File: src/rtl/sted_pkg.sv
// shared types, sizes and codes for the sorted timer event queue
// no dependencies; used by every file under rtl
package sted_pkg;

    localparam int QUEUE_DEPTH = 16;
    localparam int ID_BITS     = 8;
    localparam int MAX_RESULTS = 16;
    localparam int CNT_BITS    = $clog2(MAX_RESULTS);

    localparam logic [1:0] MODE_INSERT = 2'd0;
    localparam logic [1:0] MODE_DELETE = 2'd1;
    localparam logic [1:0] MODE_TICK   = 2'd2;

    localparam logic [2:0] KIND_DONE    = 3'd0;
    localparam logic [2:0] KIND_EXPIRED = 3'd1;
    localparam logic [2:0] KIND_NOTHING = 3'd2;
    localparam logic [2:0] KIND_FULL    = 3'd3;
    localparam logic [2:0] KIND_BADID   = 3'd4;

    typedef logic signed [31:0]     t_time;
    typedef logic [ID_BITS-1:0]     t_id;
    typedef logic [CNT_BITS-1:0]    t_cnt;

    typedef struct packed {
        logic [1:0] mode;
        logic [7:0] entry_id;
        t_time      time_value;
    } t_in_item;

    typedef struct packed {
        logic [2:0] kind;
        logic [7:0] out_id;
        t_time      out_time;
        logic       last;
    } t_out_item;

    typedef enum logic [1:0] {
        OP_HOLD,
        OP_INSERT,
        OP_DELETE,
        OP_POP
    } t_cell_op;

    typedef struct packed {
        t_cell_op op;
        t_id      id;
        t_time    due;
    } t_cell_cmd;

    typedef struct packed {
        logic  valid;
        t_id   id;
        t_time due;
    } t_cell_data;

    typedef struct packed {
        t_cell_data head;
        logic       head_due;
        logic       next_due;
        logic       any_match;
        logic       full;
    } t_row_stat;

    typedef enum logic {
        ST_IDLE,
        ST_EXEC
    } t_state;

endpackage

File: src/rtl/sted_cell.sv
// one slot of the sorted chain: holds an entry, compares it, shifts with its neighbors
// depends on sted_pkg
module sted_cell (
    input  logic                i_clk,
    input  logic                i_rst_n,
    input  sted_pkg::t_cell_cmd i_cmd,
    input  sted_pkg::t_cell_data i_prev,
    input  logic                i_prev_place,
    input  sted_pkg::t_cell_data i_next,
    input  logic                i_match,
    output sted_pkg::t_cell_data o_data,
    output logic                o_place,
    output logic                o_match,
    output logic                o_gt
);

    logic             r_valid;
    sted_pkg::t_id    r_id;
    sted_pkg::t_time  r_due;
    logic             n_valid;
    sted_pkg::t_id    n_id;
    sted_pkg::t_time  n_due;

    assign o_data.valid = r_valid;
    assign o_data.id    = r_id;
    assign o_data.due   = r_due;

    assign o_gt    = r_valid && (r_due > i_cmd.due);
    assign o_place = !r_valid || o_gt;
    assign o_match = i_match || (r_valid && (r_id == i_cmd.id));

    always_comb begin
        n_valid = r_valid;
        n_id    = r_id;
        n_due   = r_due;
        case (i_cmd.op)
            sted_pkg::OP_INSERT: begin
                if (o_place) begin
                    if (!i_prev_place) begin
                        n_valid = 1'b1;
                        n_id    = i_cmd.id;
                        n_due   = i_cmd.due;
                    end else begin
                        n_valid = i_prev.valid;
                        n_id    = i_prev.id;
                        n_due   = i_prev.due;
                    end
                end
            end
            sted_pkg::OP_DELETE: begin
                if (o_match) begin
                    n_valid = i_next.valid;
                    n_id    = i_next.id;
                    n_due   = i_next.due;
                end
            end
            sted_pkg::OP_POP: begin
                n_valid = i_next.valid;
                n_id    = i_next.id;
                n_due   = i_next.due;
            end
            default: begin
            end
        endcase
    end

    always_ff @(posedge i_clk) begin
        if (!i_rst_n) begin
            r_valid <= 1'b0;
        end else begin
            r_valid <= n_valid;
        end
    end

    always_ff @(posedge i_clk) begin
        r_id  <= n_id;
        r_due <= n_due;
    end

endmodule

File: src/rtl/sted_ctrl.sv
// request register, sequencer and output register of the event queue
// depends on sted_pkg; drives the command seen by every cell
module sted_ctrl (
    input  logic                 i_clk,
    input  logic                 i_rst_n,
    input  logic                 i_in_valid,
    input  sted_pkg::t_in_item   i_in_item,
    output logic                 o_in_stall,
    output logic                 o_out_valid,
    output sted_pkg::t_out_item  o_out_item,
    input  logic                 i_out_stall,
    input  sted_pkg::t_row_stat  i_stat,
    output sted_pkg::t_cell_cmd  o_cmd
);

    sted_pkg::t_state    r_state;
    sted_pkg::t_state    n_state;
    sted_pkg::t_in_item  r_req;
    sted_pkg::t_out_item r_out;
    sted_pkg::t_out_item n_out;
    logic                r_out_valid;
    logic                n_out_valid;
    sted_pkg::t_cnt      r_cnt;
    sted_pkg::t_cnt      n_cnt;
    sted_pkg::t_out_item w_res;
    sted_pkg::t_id       w_id;
    logic                w_out_free;

    assign w_id        = sted_pkg::t_id'(r_req.entry_id);
    assign w_out_free  = !r_out_valid || !i_out_stall;
    assign o_in_stall  = (r_state != sted_pkg::ST_IDLE);
    assign o_out_valid = r_out_valid;
    assign o_out_item  = r_out;

    always_comb begin
        n_state     = r_state;
        n_out       = r_out;
        n_out_valid = r_out_valid && i_out_stall;
        n_cnt       = r_cnt;
        o_cmd.op    = sted_pkg::OP_HOLD;
        o_cmd.id    = w_id;
        o_cmd.due   = r_req.time_value;
        w_res       = '0;
        w_res.last  = 1'b1;
        case (r_req.mode)
            sted_pkg::MODE_INSERT: begin
                w_res.out_id = 8'(w_id);
                if (i_stat.any_match) begin
                    w_res.kind = sted_pkg::KIND_BADID;
                end else if (i_stat.full) begin
                    w_res.kind = sted_pkg::KIND_FULL;
                end else begin
                    w_res.kind = sted_pkg::KIND_DONE;
                end
            end
            sted_pkg::MODE_DELETE: begin
                w_res.out_id = 8'(w_id);
                w_res.kind   = i_stat.any_match ? sted_pkg::KIND_DONE : sted_pkg::KIND_BADID;
            end
            sted_pkg::MODE_TICK: begin
                if (i_stat.head_due) begin
                    w_res.kind     = sted_pkg::KIND_EXPIRED;
                    w_res.out_id   = 8'(i_stat.head.id);
                    w_res.out_time = i_stat.head.due;
                    w_res.last     = (r_cnt == sted_pkg::t_cnt'(sted_pkg::MAX_RESULTS - 1))
                                     || !i_stat.next_due;
                end else begin
                    w_res.kind = sted_pkg::KIND_NOTHING;
                end
            end
            default: begin
                w_res.kind = sted_pkg::KIND_DONE;
            end
        endcase
        case (r_state)
            sted_pkg::ST_IDLE: begin
                if (i_in_valid) begin
                    n_state = sted_pkg::ST_EXEC;
                end
            end
            sted_pkg::ST_EXEC: begin
                if (w_out_free) begin
                    n_out       = w_res;
                    n_out_valid = 1'b1;
                    case (r_req.mode)
                        sted_pkg::MODE_INSERT: begin
                            if (!i_stat.any_match && !i_stat.full) begin
                                o_cmd.op = sted_pkg::OP_INSERT;
                            end
                        end
                        sted_pkg::MODE_DELETE: begin
                            if (i_stat.any_match) begin
                                o_cmd.op = sted_pkg::OP_DELETE;
                            end
                        end
                        sted_pkg::MODE_TICK: begin
                            if (i_stat.head_due) begin
                                o_cmd.op = sted_pkg::OP_POP;
                            end
                        end
                        default: begin
                        end
                    endcase
                    if (w_res.last) begin
                        n_state = sted_pkg::ST_IDLE;
                        n_cnt   = '0;
                    end else begin
                        n_cnt = r_cnt + 1'b1;
                    end
                end
            end
            default: begin
                n_state = sted_pkg::ST_IDLE;
            end
        endcase
    end

    always_ff @(posedge i_clk) begin
        if (!i_rst_n) begin
            r_state     <= sted_pkg::ST_IDLE;
            r_out_valid <= 1'b0;
            r_cnt       <= '0;
        end else begin
            r_state     <= n_state;
            r_out_valid <= n_out_valid;
            r_cnt       <= n_cnt;
        end
    end

    always_ff @(posedge i_clk) begin
        r_out <= n_out;
        if (r_state == sted_pkg::ST_IDLE) begin
            r_req <= i_in_item;
        end
    end

endmodule

File: src/rtl/sorted_timer_event_queue.sv
// sorted timer event queue: a chain of cells kept in ascending due-time order
// depends on sted_pkg, sted_cell and sted_ctrl
//
// usage:
//   input channel (i_in_valid / o_in_stall / i_in_item) takes one request:
//   insert an id with a due time, delete an id, or tick with the current time.
//   output channel (o_out_valid / i_out_stall / o_out_item) gives the results;
//   last marks the final result of a request.
// timing:
//   a request is taken into the request register and executed from there;
//   each result goes into the output register when that register is free.
//   insert, delete, nothing-due ticks and error results give one result per
//   request. a tick that expires k entries (k up to 16) gives k results, one
//   pop per cycle while the output is not stalled. a new request is taken
//   only when the previous one has written its last result to the output.
// reset:
//   every cell goes empty, the output register empties and the input opens.
// stall:
//   while the output register is full and stalled, execution waits with the
//   queue unchanged; the result register holds its value.
module sorted_timer_event_queue (
    input  logic                 i_clk,
    input  logic                 i_rst_n,
    input  logic                 i_in_valid,
    input  sted_pkg::t_in_item   i_in_item,
    output logic                 o_in_stall,
    output logic                 o_out_valid,
    output sted_pkg::t_out_item  o_out_item,
    input  logic                 i_out_stall
);

    localparam int D = sted_pkg::QUEUE_DEPTH;

    sted_pkg::t_cell_cmd  w_cmd;
    sted_pkg::t_row_stat  w_stat;
    sted_pkg::t_cell_data w_data  [D];
    logic [D-1:0]         w_place;
    logic [D-1:0]         w_gt;
    logic [D:0]           w_match;
    logic [D-1:0]         w_valid;

    assign w_match[0] = 1'b0;

    genvar g;
    generate
        for (g = 0; g < D; g++) begin : g_cell
            sted_pkg::t_cell_data w_prev;
            sted_pkg::t_cell_data w_next;
            logic                 w_prev_place;

            if (g == 0) begin : g_first
                assign w_prev       = '0;
                assign w_prev_place = 1'b0;
            end else begin : g_mid
                assign w_prev       = w_data[g-1];
                assign w_prev_place = w_place[g-1];
            end

            if (g == D - 1) begin : g_last
                assign w_next = '0;
            end else begin : g_body
                assign w_next = w_data[g+1];
            end

            sted_cell u_cell (
                .i_clk        (i_clk),
                .i_rst_n      (i_rst_n),
                .i_cmd        (w_cmd),
                .i_prev       (w_prev),
                .i_prev_place (w_prev_place),
                .i_next       (w_next),
                .i_match      (w_match[g]),
                .o_data       (w_data[g]),
                .o_place      (w_place[g]),
                .o_match      (w_match[g+1]),
                .o_gt         (w_gt[g])
            );

            assign w_valid[g] = w_data[g].valid;
        end
    endgenerate

    assign w_stat.head      = w_data[0];
    assign w_stat.head_due  = w_data[0].valid && !w_gt[0];
    assign w_stat.next_due  = w_data[1].valid && !w_gt[1];
    assign w_stat.any_match = w_match[D];
    assign w_stat.full      = w_data[D-1].valid;

    sted_ctrl u_ctrl (
        .i_clk       (i_clk),
        .i_rst_n     (i_rst_n),
        .i_in_valid  (i_in_valid),
        .i_in_item   (i_in_item),
        .o_in_stall  (o_in_stall),
        .o_out_valid (o_out_valid),
        .o_out_item  (o_out_item),
        .i_out_stall (i_out_stall),
        .i_stat      (w_stat),
        .o_cmd       (w_cmd)
    );

    // occupied cells always form a prefix of the chain
    a_prefix: assert property (@(posedge i_clk) disable iff (!i_rst_n)
        (w_valid & (w_valid + 1'b1)) == '0)
        else $error("occupied cells are not a prefix");

    // the two front entries stay in ascending order
    a_order: assert property (@(posedge i_clk) disable iff (!i_rst_n)
        (w_data[0].valid && w_data[1].valid) |-> (w_data[0].due <= w_data[1].due))
        else $error("front entries out of order");

    // a taken request closes the input until it is executed
    a_busy: assert property (@(posedge i_clk) disable iff (!i_rst_n)
        (i_in_valid && !o_in_stall) |=> o_in_stall)
        else $error("input open right after a request");

    // reset leaves the output empty
    a_reset: assert property (@(posedge i_clk)
        !i_rst_n |=> !o_out_valid)
        else $error("output valid after reset");

endmodule

File: config.mk
export PLATFORM = sky130hd
export DESIGN_NAME = sorted_timer_event_queue
export DESIGN_NICKNAME = d
export VERILOG_FILES = /design/src/rtl/sted_pkg.sv /design/src/rtl/sted_cell.sv /design/src/rtl/sted_ctrl.sv /design/src/rtl/sorted_timer_event_queue.sv
export SDC_FILE = /design/constraint.sdc
export NUM_CORES = 2
export LEC_CHECK = 0
export BUFFER_PORTS_ARGS = -buffer_cell sky130_fd_sc_hd__buf_4
export CORE_MARGIN = 4
export CORE_UTILIZATION = 61
export CTS_BUF_LIST = sky130_fd_sc_hd__clkbuf_8
export DETAILED_ROUTE_END_ITERATION = 7
export PLACE_DENSITY = 0.79
export SETUP_SLACK_MARGIN = 0.15
export SLEW_MARGIN = 0
export SYNTH_ARGS = -nofsm -noshare
export SYNTH_HDL_FRONTEND = slang
export SYNTH_SLANG_ARGS = --single-unit
File: constraint.sdc
create_clock -name i_clk -period 11.77 [get_ports i_clk]
set_clock_uncertainty 0.1 [all_clocks]
set_input_delay 0.5885 -clock i_clk [delete_from_list [all_inputs] [get_ports i_clk]]
set_output_delay 0.5885 -clock i_clk [all_outputs]
set_load 0.03 [all_outputs]
; Yosys cells after proc, flatten, opt, wreduce, memory -nomap -nowiden
; Index checks and enable logic that the tools add are counted.
; Widths: inputs -> output; s select.
[totals]
output_inout_bits = 46
regBits = 748
elab_cells = 452
in_bits = 46
[op_classes]
add_sub_neg = 1
n_reduce_logical = 112
order_cmp = 16
bitwise_logic = 1
n_eq_ne = 54
n_mux = 210
[op_table]
columns = op, n
row1 = $pmux 32 s3, 16
row2 = $mux 32, 47
row3 = $gt 32x32->1, 16
row4 = $pmux 8 s3, 16
row5 = $mux 8, 47
row6 = $eq 8x8->1, 16
row7 = $ne 2x1->1 const B, 32
row8 = $mux 1, 54
row9 = $pmux 1 s3, 16
row10 = $reduce_and 3->1, 16
row11 = $mux 41, 1
row12 = $logic_and 1x1->1, 36
row13 = $logic_or 1x1->1, 33
row14 = $logic_not 1->1, 22
row15 = $pmux 8 s2, 1
row16 = $mux 2, 6
row17 = $pmux 3 s3, 1
row18 = $eq 2x2->1 const B, 3
row19 = $mux 3, 2
row20 = $pmux 2 s3, 1
row21 = $add 4x1->4 const B, 1
row22 = $eq 2x1->1 const B, 2
row23 = $eq 4x4->1 const B, 1
row24 = $mux 4, 1
row25 = 6 further kinds, 7

; Depth between registers and ports, before layout
[depth]
depth_word = 26
ltp_mapped = 16
ltp_nobuf = 12

; Modules after synthesis
; From an unflattened synthesis, not the netlist that was laid out.
[hier_totals]
cells_unflattened = 5234
hier_area_um2 = 51912.3
[by_module_without_submodules]
columns = module, area_each_um2, cells_each, seq_area_each_um2, instances
row1 = sted_cell at g_cell[0].u_cell ..., 3016.6, 313, 1221.2, 15
row2 = sted_ctrl, 3574.7, 221, 2702.6, 1
row3 = sted_cell at g_cell[9].u_cell, 3056.7, 315, 1221.2, 1
row4 = sorted_timer_event_queue, 31.3, 3, 0.0, 1

; Worst setup path before layout
; Ideal clock, no wire load.
[synth_timing]
path_type = input port to flip-flop
start = in i_out_stall
end = reg g_cell[5].u_cell.r_valid
slack_ns = 5.347
setup_time_ns = 0.340
cell_stages = 8
t_arrival_ns = 5.983
required_ns = 11.330
n_path_buf = 0
cell_sequence = nand2_1 > nand2_1 > clkinv_1 > nand3_1 > a21oi_2 > and2_1 > a221oi_1 > a221oi_1
[synth_between]
elab_chain_len = 7
word_cells_on_any_way = 12
classes_between = eq/ne: 5 / mux: 3 / reduce/logical: 4
[synth_lines]
columns = item, line
row1 = start: declaration, sorted_timer_event_queue.sv:29  ; input logic i_out_stall
row2 = $logic_not 1->1 (*), sted_ctrl.sv:30  ; assign w_out_free = !r_out_valid || !i_out_stall;
row3 = $logic_or 1x1->1 (*), sted_ctrl.sv:30
row4 = $mux 2 (*), sted_ctrl.sv:82  ; if (w_out_free) begin
row5 = $mux 2 (*), sted_ctrl.sv:75  ; case (r_state)
row6 = $eq 2x2->1 or $eq 2x1->1 (tied branches), sted_cell.sv:36  ; case (i_cmd.op)
row7 = $ne 2x1->1 (no line) or $reduce_bool 3->1 (tied branches), --
row8 = $reduce_and 3->1 (no line), --
row9 = end signal: assignment, sted_cell.sv:71  ; r_valid <= n_valid;
row10 = end: declaration, sted_cell.sv:17  ; logic r_valid;
; Mark *: on every way between the ends. The rest lies on a longest branch, timed or not.
; A chain may end at the register's enable or synchronous reset.

; Worst setup path in the final report
[layout_timing]
start = reg u_ctrl.r_req, in the netlist u_ctrl.o_cmd[27]
end = reg g_cell[14].u_cell.r_due[7] (data pin)
[layout_between]
elab_chain_len = 10
word_cells_on_any_way = 17
classes_between = order compare: 2 / eq/ne: 3 / mux: 7 / reduce/logical: 5
[layout_lines]
columns = item, line
row1 = start: declaration, sted_ctrl.sv:18  ; sted_pkg::t_in_item r_req;
row2 = start signal: assignment, sted_ctrl.sv:133  ; r_req <= i_in_item;
row3 = $gt 32x32->1, sted_cell.sv:28  ; assign o_gt = r_valid && (r_due > i_cmd.due);
row4 = $logic_and 1x1->1, sted_cell.sv:28
row5 = $logic_not 1->1, sorted_timer_event_queue.sv:84  ; assign w_stat.head_due = w_data[0].valid && !w_gt[0];
row6 = $logic_and 1x1->1, sorted_timer_event_queue.sv:84
row7 = $mux 2, sted_ctrl.sv:97  ; if (i_stat.head_due) begin
row8 = $pmux 2 s3, sted_ctrl.sv:85  ; case (r_req.mode)
row9 = $mux 2, sted_ctrl.sv:82
row10 = $mux 2, sted_ctrl.sv:75
row11 = $eq 2x2->1 or $eq 2x1->1 (tied branches), sted_cell.sv:36
row12 = $pmux 32 s3 (*), sted_cell.sv:36
row13 = via g_cell[14].u_cell.n_due[7], sted_cell.sv:22  ; sted_pkg::t_time n_due;
row14 = end signal: assignment, sted_cell.sv:77  ; r_due <= n_due;
row15 = end: declaration, sted_cell.sv:19  ; sted_pkg::t_time r_due;
; Mark *: on every way through the listed nets, which the timed path passes. The rest lies on a longest branch. The select of a mux whose other input is x is not followed.

==> summary.md <==
| Metric | Value |
|---|---|
| Run status | `finished, final reports clean` |
| Global routing usage summed across all routing layers | `29.27%` |
| Avg Vias per Cell | `6.356` |
| Switching Fraction | `28.07%` |
| Library cell contributing the largest single delay on the critical path | `a2111oi_2` |
| Lkg Pwr | `21.57 nW` |
| Proportion of power drawn by flip-flops and latches | `between 50% and 60%` |
| CP Data Required Time | `12.15 ns` |
| Remaining max-slew budget at the tightest pin | `a little under a fifth` |
| Placed cells | `5,595` |
| Number of warnings issued by yosys | `0` |
| Filler-free cell count of the finished design | `5,872` |
| Routed length on met1 | `54,280 um` |
| Cell types with the highest counts after synthesis | `edfxtp_1 (726), nand2_1 (631), o21ai_0 (560)` |
| Effective utilization at floorplan | `approximately three fifths` |
| Synth area leader | `edfxtp_1` |
| Switching power | `1.743 mW` |
| Number of buffers inserted to repair setup after CTS | `0` |
| Clk root buf | `clkbuf_8` |
| Dominant synthesized flop cell | `edfxtp_1` |
| Final-report hold violation count | `0` |
| Worst Reg2Reg Path Length in Cells | `13` |
| Area growth, synth to finish | `9.240%` |
| Vias post-DR | `37,320` |
| Clock network fraction of total power | `between 30% and 40%` |
| Number of antenna-violating nets in the routed design | `0` |
| Least-Margin Pin Slew | `1.220 ns` |
| Cell area power density | `117.2 mW/mm2` |
| Site Rows | `slightly above 100` |
| Worst path max stage delay | `~0.87 ns` |
| Clock Pin Slew Worst Setup and Hold Paths | `0.06 ns` |
| CP max FO | `~250` |
| Fraction of layout instances using a drive strength above 1 | `under 10%` |
| Total core area | `0.07887 mm2` |
| DR WL met2 | `56,290 um` |
| Maximum clock path buffer count | `3` |
| Fraction of post-synthesis cell area in the top cell type by area | `44.95%` |
| Critical Path Source Type | `flop` |
| Synthesized instance count | `about 4,700` |
| First-iteration detailed-routing DRC count | `between 4,000 and 5,000` |
| Sum of routed wire length over all layers | `127,500 um` |
| Element type at the critical path end | `flop` |
| Pin count of the biggest net entering global routing | `between 200 and 250` |
| Post-CTS Resized | `0` |
| Vias in the first global route | `about 36,000` |
| Worst vdd rail ir drop | `0.09193 mV` |
| Sink count of the clock tree | `~750` |
| Netlist cell types | `76` |
| Number of buffers inserted for hold repair after clock tree synthesis | `46` |
| Number of synthesized flops with an enable pin | `726` |
| CTS H-tree lvls | `4` |
| Antenna violations before repair | `1` |
| Most numerous cell in the Yosys netlist | `edfxtp_1` |
| DR top layer | `met4` |
| Top cells by area in the synthesized netlist | `edfxtp_1 (45%), ha_1 (12%), mux2i_1 (11%), o21ai_0 (5.8%), nand2_1 (4.9%)` |
| Critical path type | `flop to flop` |
| Detailed-route wire length per cell | `about 22 um` |
| Post-detailed-route DRC marker count | `0` |
| Hold Worst Slack | `0.3979 ns` |
| Async S/R FF share, synth | `0%` |
| Total of fill cells in the finished design | `6,018` |
| RSZ-0062 raised after global routing | `false` |
| Count of buffers from port buffering | `91` |
| Hold path depth | `2` |
| Comb power frac | `13.7%` |
| Mapped Nets | `5,178` |
| Series of cell instances along the critical path | `inv_1, buf_4, ha_1, nand4_1, nor4_2, nand3_1, a2111oi_2, o211ai_1, o21ai_4, buf_12, buf_4, buf_12, o21ai_0` |
| Sequential fraction of the synthesis area | `45.86%` |
| Placed standard-cell area | `roughly 0.050 mm2` |
| Amount of wire on met3 after detailed routing | `11,430 um` |
| Residual overflow from global routing | `0` |
| Finished Cell Area | `0.05298 mm2` |
| Path category of the worst min-delay check | `flop to flop` |
| Pins Over Slew Limit | `0` |
| Total iterations of the first detailed-routing run | `8` |
| Number of buffers created by CTS | `135` |
| Area of the die | `about 0.084 mm2` |
| Maximum Capacitance Violations | `0` |
| Horizontal die dimension | `290.0 um` |
| Detailed-placement wirelength estimate | `91,120 um` |
| Peak Freq | `141.7 MHz` |
| Setup total negative slack | `0 ns` |
| Overall power after layout | `6.209 mW` |
| Worst skew pair latency | `0.80 ns` |
| Internal Dissipation | `4.466 mW` |
| Worst path arrival time | `7.44 ns` |
| Area of the mapped netlist | `0.04850 mm2` |
| First-pass GRT wire length | `199,200 um` |
| Number of synthesized register bits | `748` |
| Setup violations, final | `0` |
| Count of boundary I/O pins | `92` |
| Syn Area/Cell | `10.43 um2` |
| Nets | `5,255` |
| Post-route clock period utilization | `59.94%` |
| CTS tree | `done` |
| Post-route minimum period | `7.055 ns` |
| Die Y | `290.0 um` |
| Routability cong. | `0.9867` |
state kept, by name, indices dropped and copies added (netlist names):
signal / flops
g_cell.u_cell.r_due: 512
g_cell.u_cell.r_id: 128
g_cell.u_cell.r_valid: 16
u_ctrl.o_cmd: 32
u_ctrl.o_in_stall: 1
u_ctrl.o_out_item: 44
u_ctrl.o_out_valid: 1
u_ctrl.r_cnt: 4
u_ctrl.r_req: 2
u_ctrl.w_id: 8
final timing paths:
| check | startpoint | end | slack [ns] |
|---|---|---|---|
| worst max register to register | u_ctrl.o_cmd[27] | g_cell[14].u_cell.r_due[7] | 4.72 |
| worst max-delay path | u_ctrl.o_cmd[27] | g_cell[14].u_cell.r_due[7] | 4.72 |
| worst min register to register | u_ctrl.r_cnt[3] | u_ctrl.r_cnt[3] | 0.40 |
| worst min-delay path | u_ctrl.r_cnt[3] | u_ctrl.r_cnt[3] | 0.40 |
metrics by stage:
step | setup WS, ns | utilization [%]
after global routing | 4.314 | 67.18
after detailed placement | 4.794 | 63.61
after global placement | 5.092 | 63.61
final | 4.715 | 67.18
after CTS | 4.761 | 67.18
after floorplan | 5.347 | -
power by group through the flow:
stage	Combinational [mW]	Sequential [mW]	Clock (mW)
6_report	0.850	3.13	2.23
5_1_grt	0.934	3.13	2.39
4_1_cts	0.837	3.12	2.27
3_5_place_dp	0.821	3.18	0
3_3_place_gp	0.784	3.17	0
2_1_floorplan	0.565	3.14	0
placed cells by master (no fill, tap or decap), drive strengths merged, types with 21 or more instances in the layout:
cell type	n
nor2b	27
dlygate4sd3	46
clkinv	31
clkbuf	138
nor2	258
xnor2	72
a21oi	267
nor3	38
nand4	106
buf	179
dfxtp	22
nand2	631
xor2	57
o21ai	602
a21o	79
mux2i	547
a211oi	29
edfxtp	726
o211ai	21
nand3	52
inv	131
and2	36
ha	481
nor4	24
cells by family (layout without fill, tap and decap cells):
kind of cell,after synthesis,count (layout),synth area share (%)
AOI/OAI and AO/OA,1139,1139,13.46
xor gates and xnor gates,129,129,2.329
adders and majority gates,481,481,12.41
buffers and inverters,362,532,3.261
DFF,748,748,45.86
muxes,549,549,11.33
other,0,1,0
and+or+nand+nor,1243,1243,11.35
layer usage:
| layer | vias to the layer above | global-route usage [%] |
|---|---|---|
| li1 | 17480 | - |
| met1 | 17700 | 40.99 |
| met2 | 1835 | 45.34 |
| met3 | 311 | 5.005 |
| met4 | 0 | 12.43 |
| met5 | - | 0 |
cell type report:
| cell class | count | area (um2) | share of cell area, % |
|---|---|---|---|
| Sequential cell | 748 | 22240 | 41.98 |
| Inverter | 77 | 289.0 | 0.5455 |
| Tap cell | 1050 | 1314 | 2.480 |
| Timing Repair Buffer | 225 | 1842 | 3.476 |
| Clock buffer | 138 | 1899 | 3.585 |
| Multi-Input combinational cell | 3541 | 24940 | 47.08 |
| Clock inverter | 92 | 452.9 | 0.8548 |
| Antenna cell | 1 | 2.502 | 0.004723 |
worst max-delay path, delay by kind of cell, from the launching register on:
family          cells  cell delay (ns)
fa+ha+maj           1             0.33
simple gates        3             1.00
flops               1             0.70
compound gates      4             1.87
buf+inv             5             2.42
(Power assumes the default switching activity.)
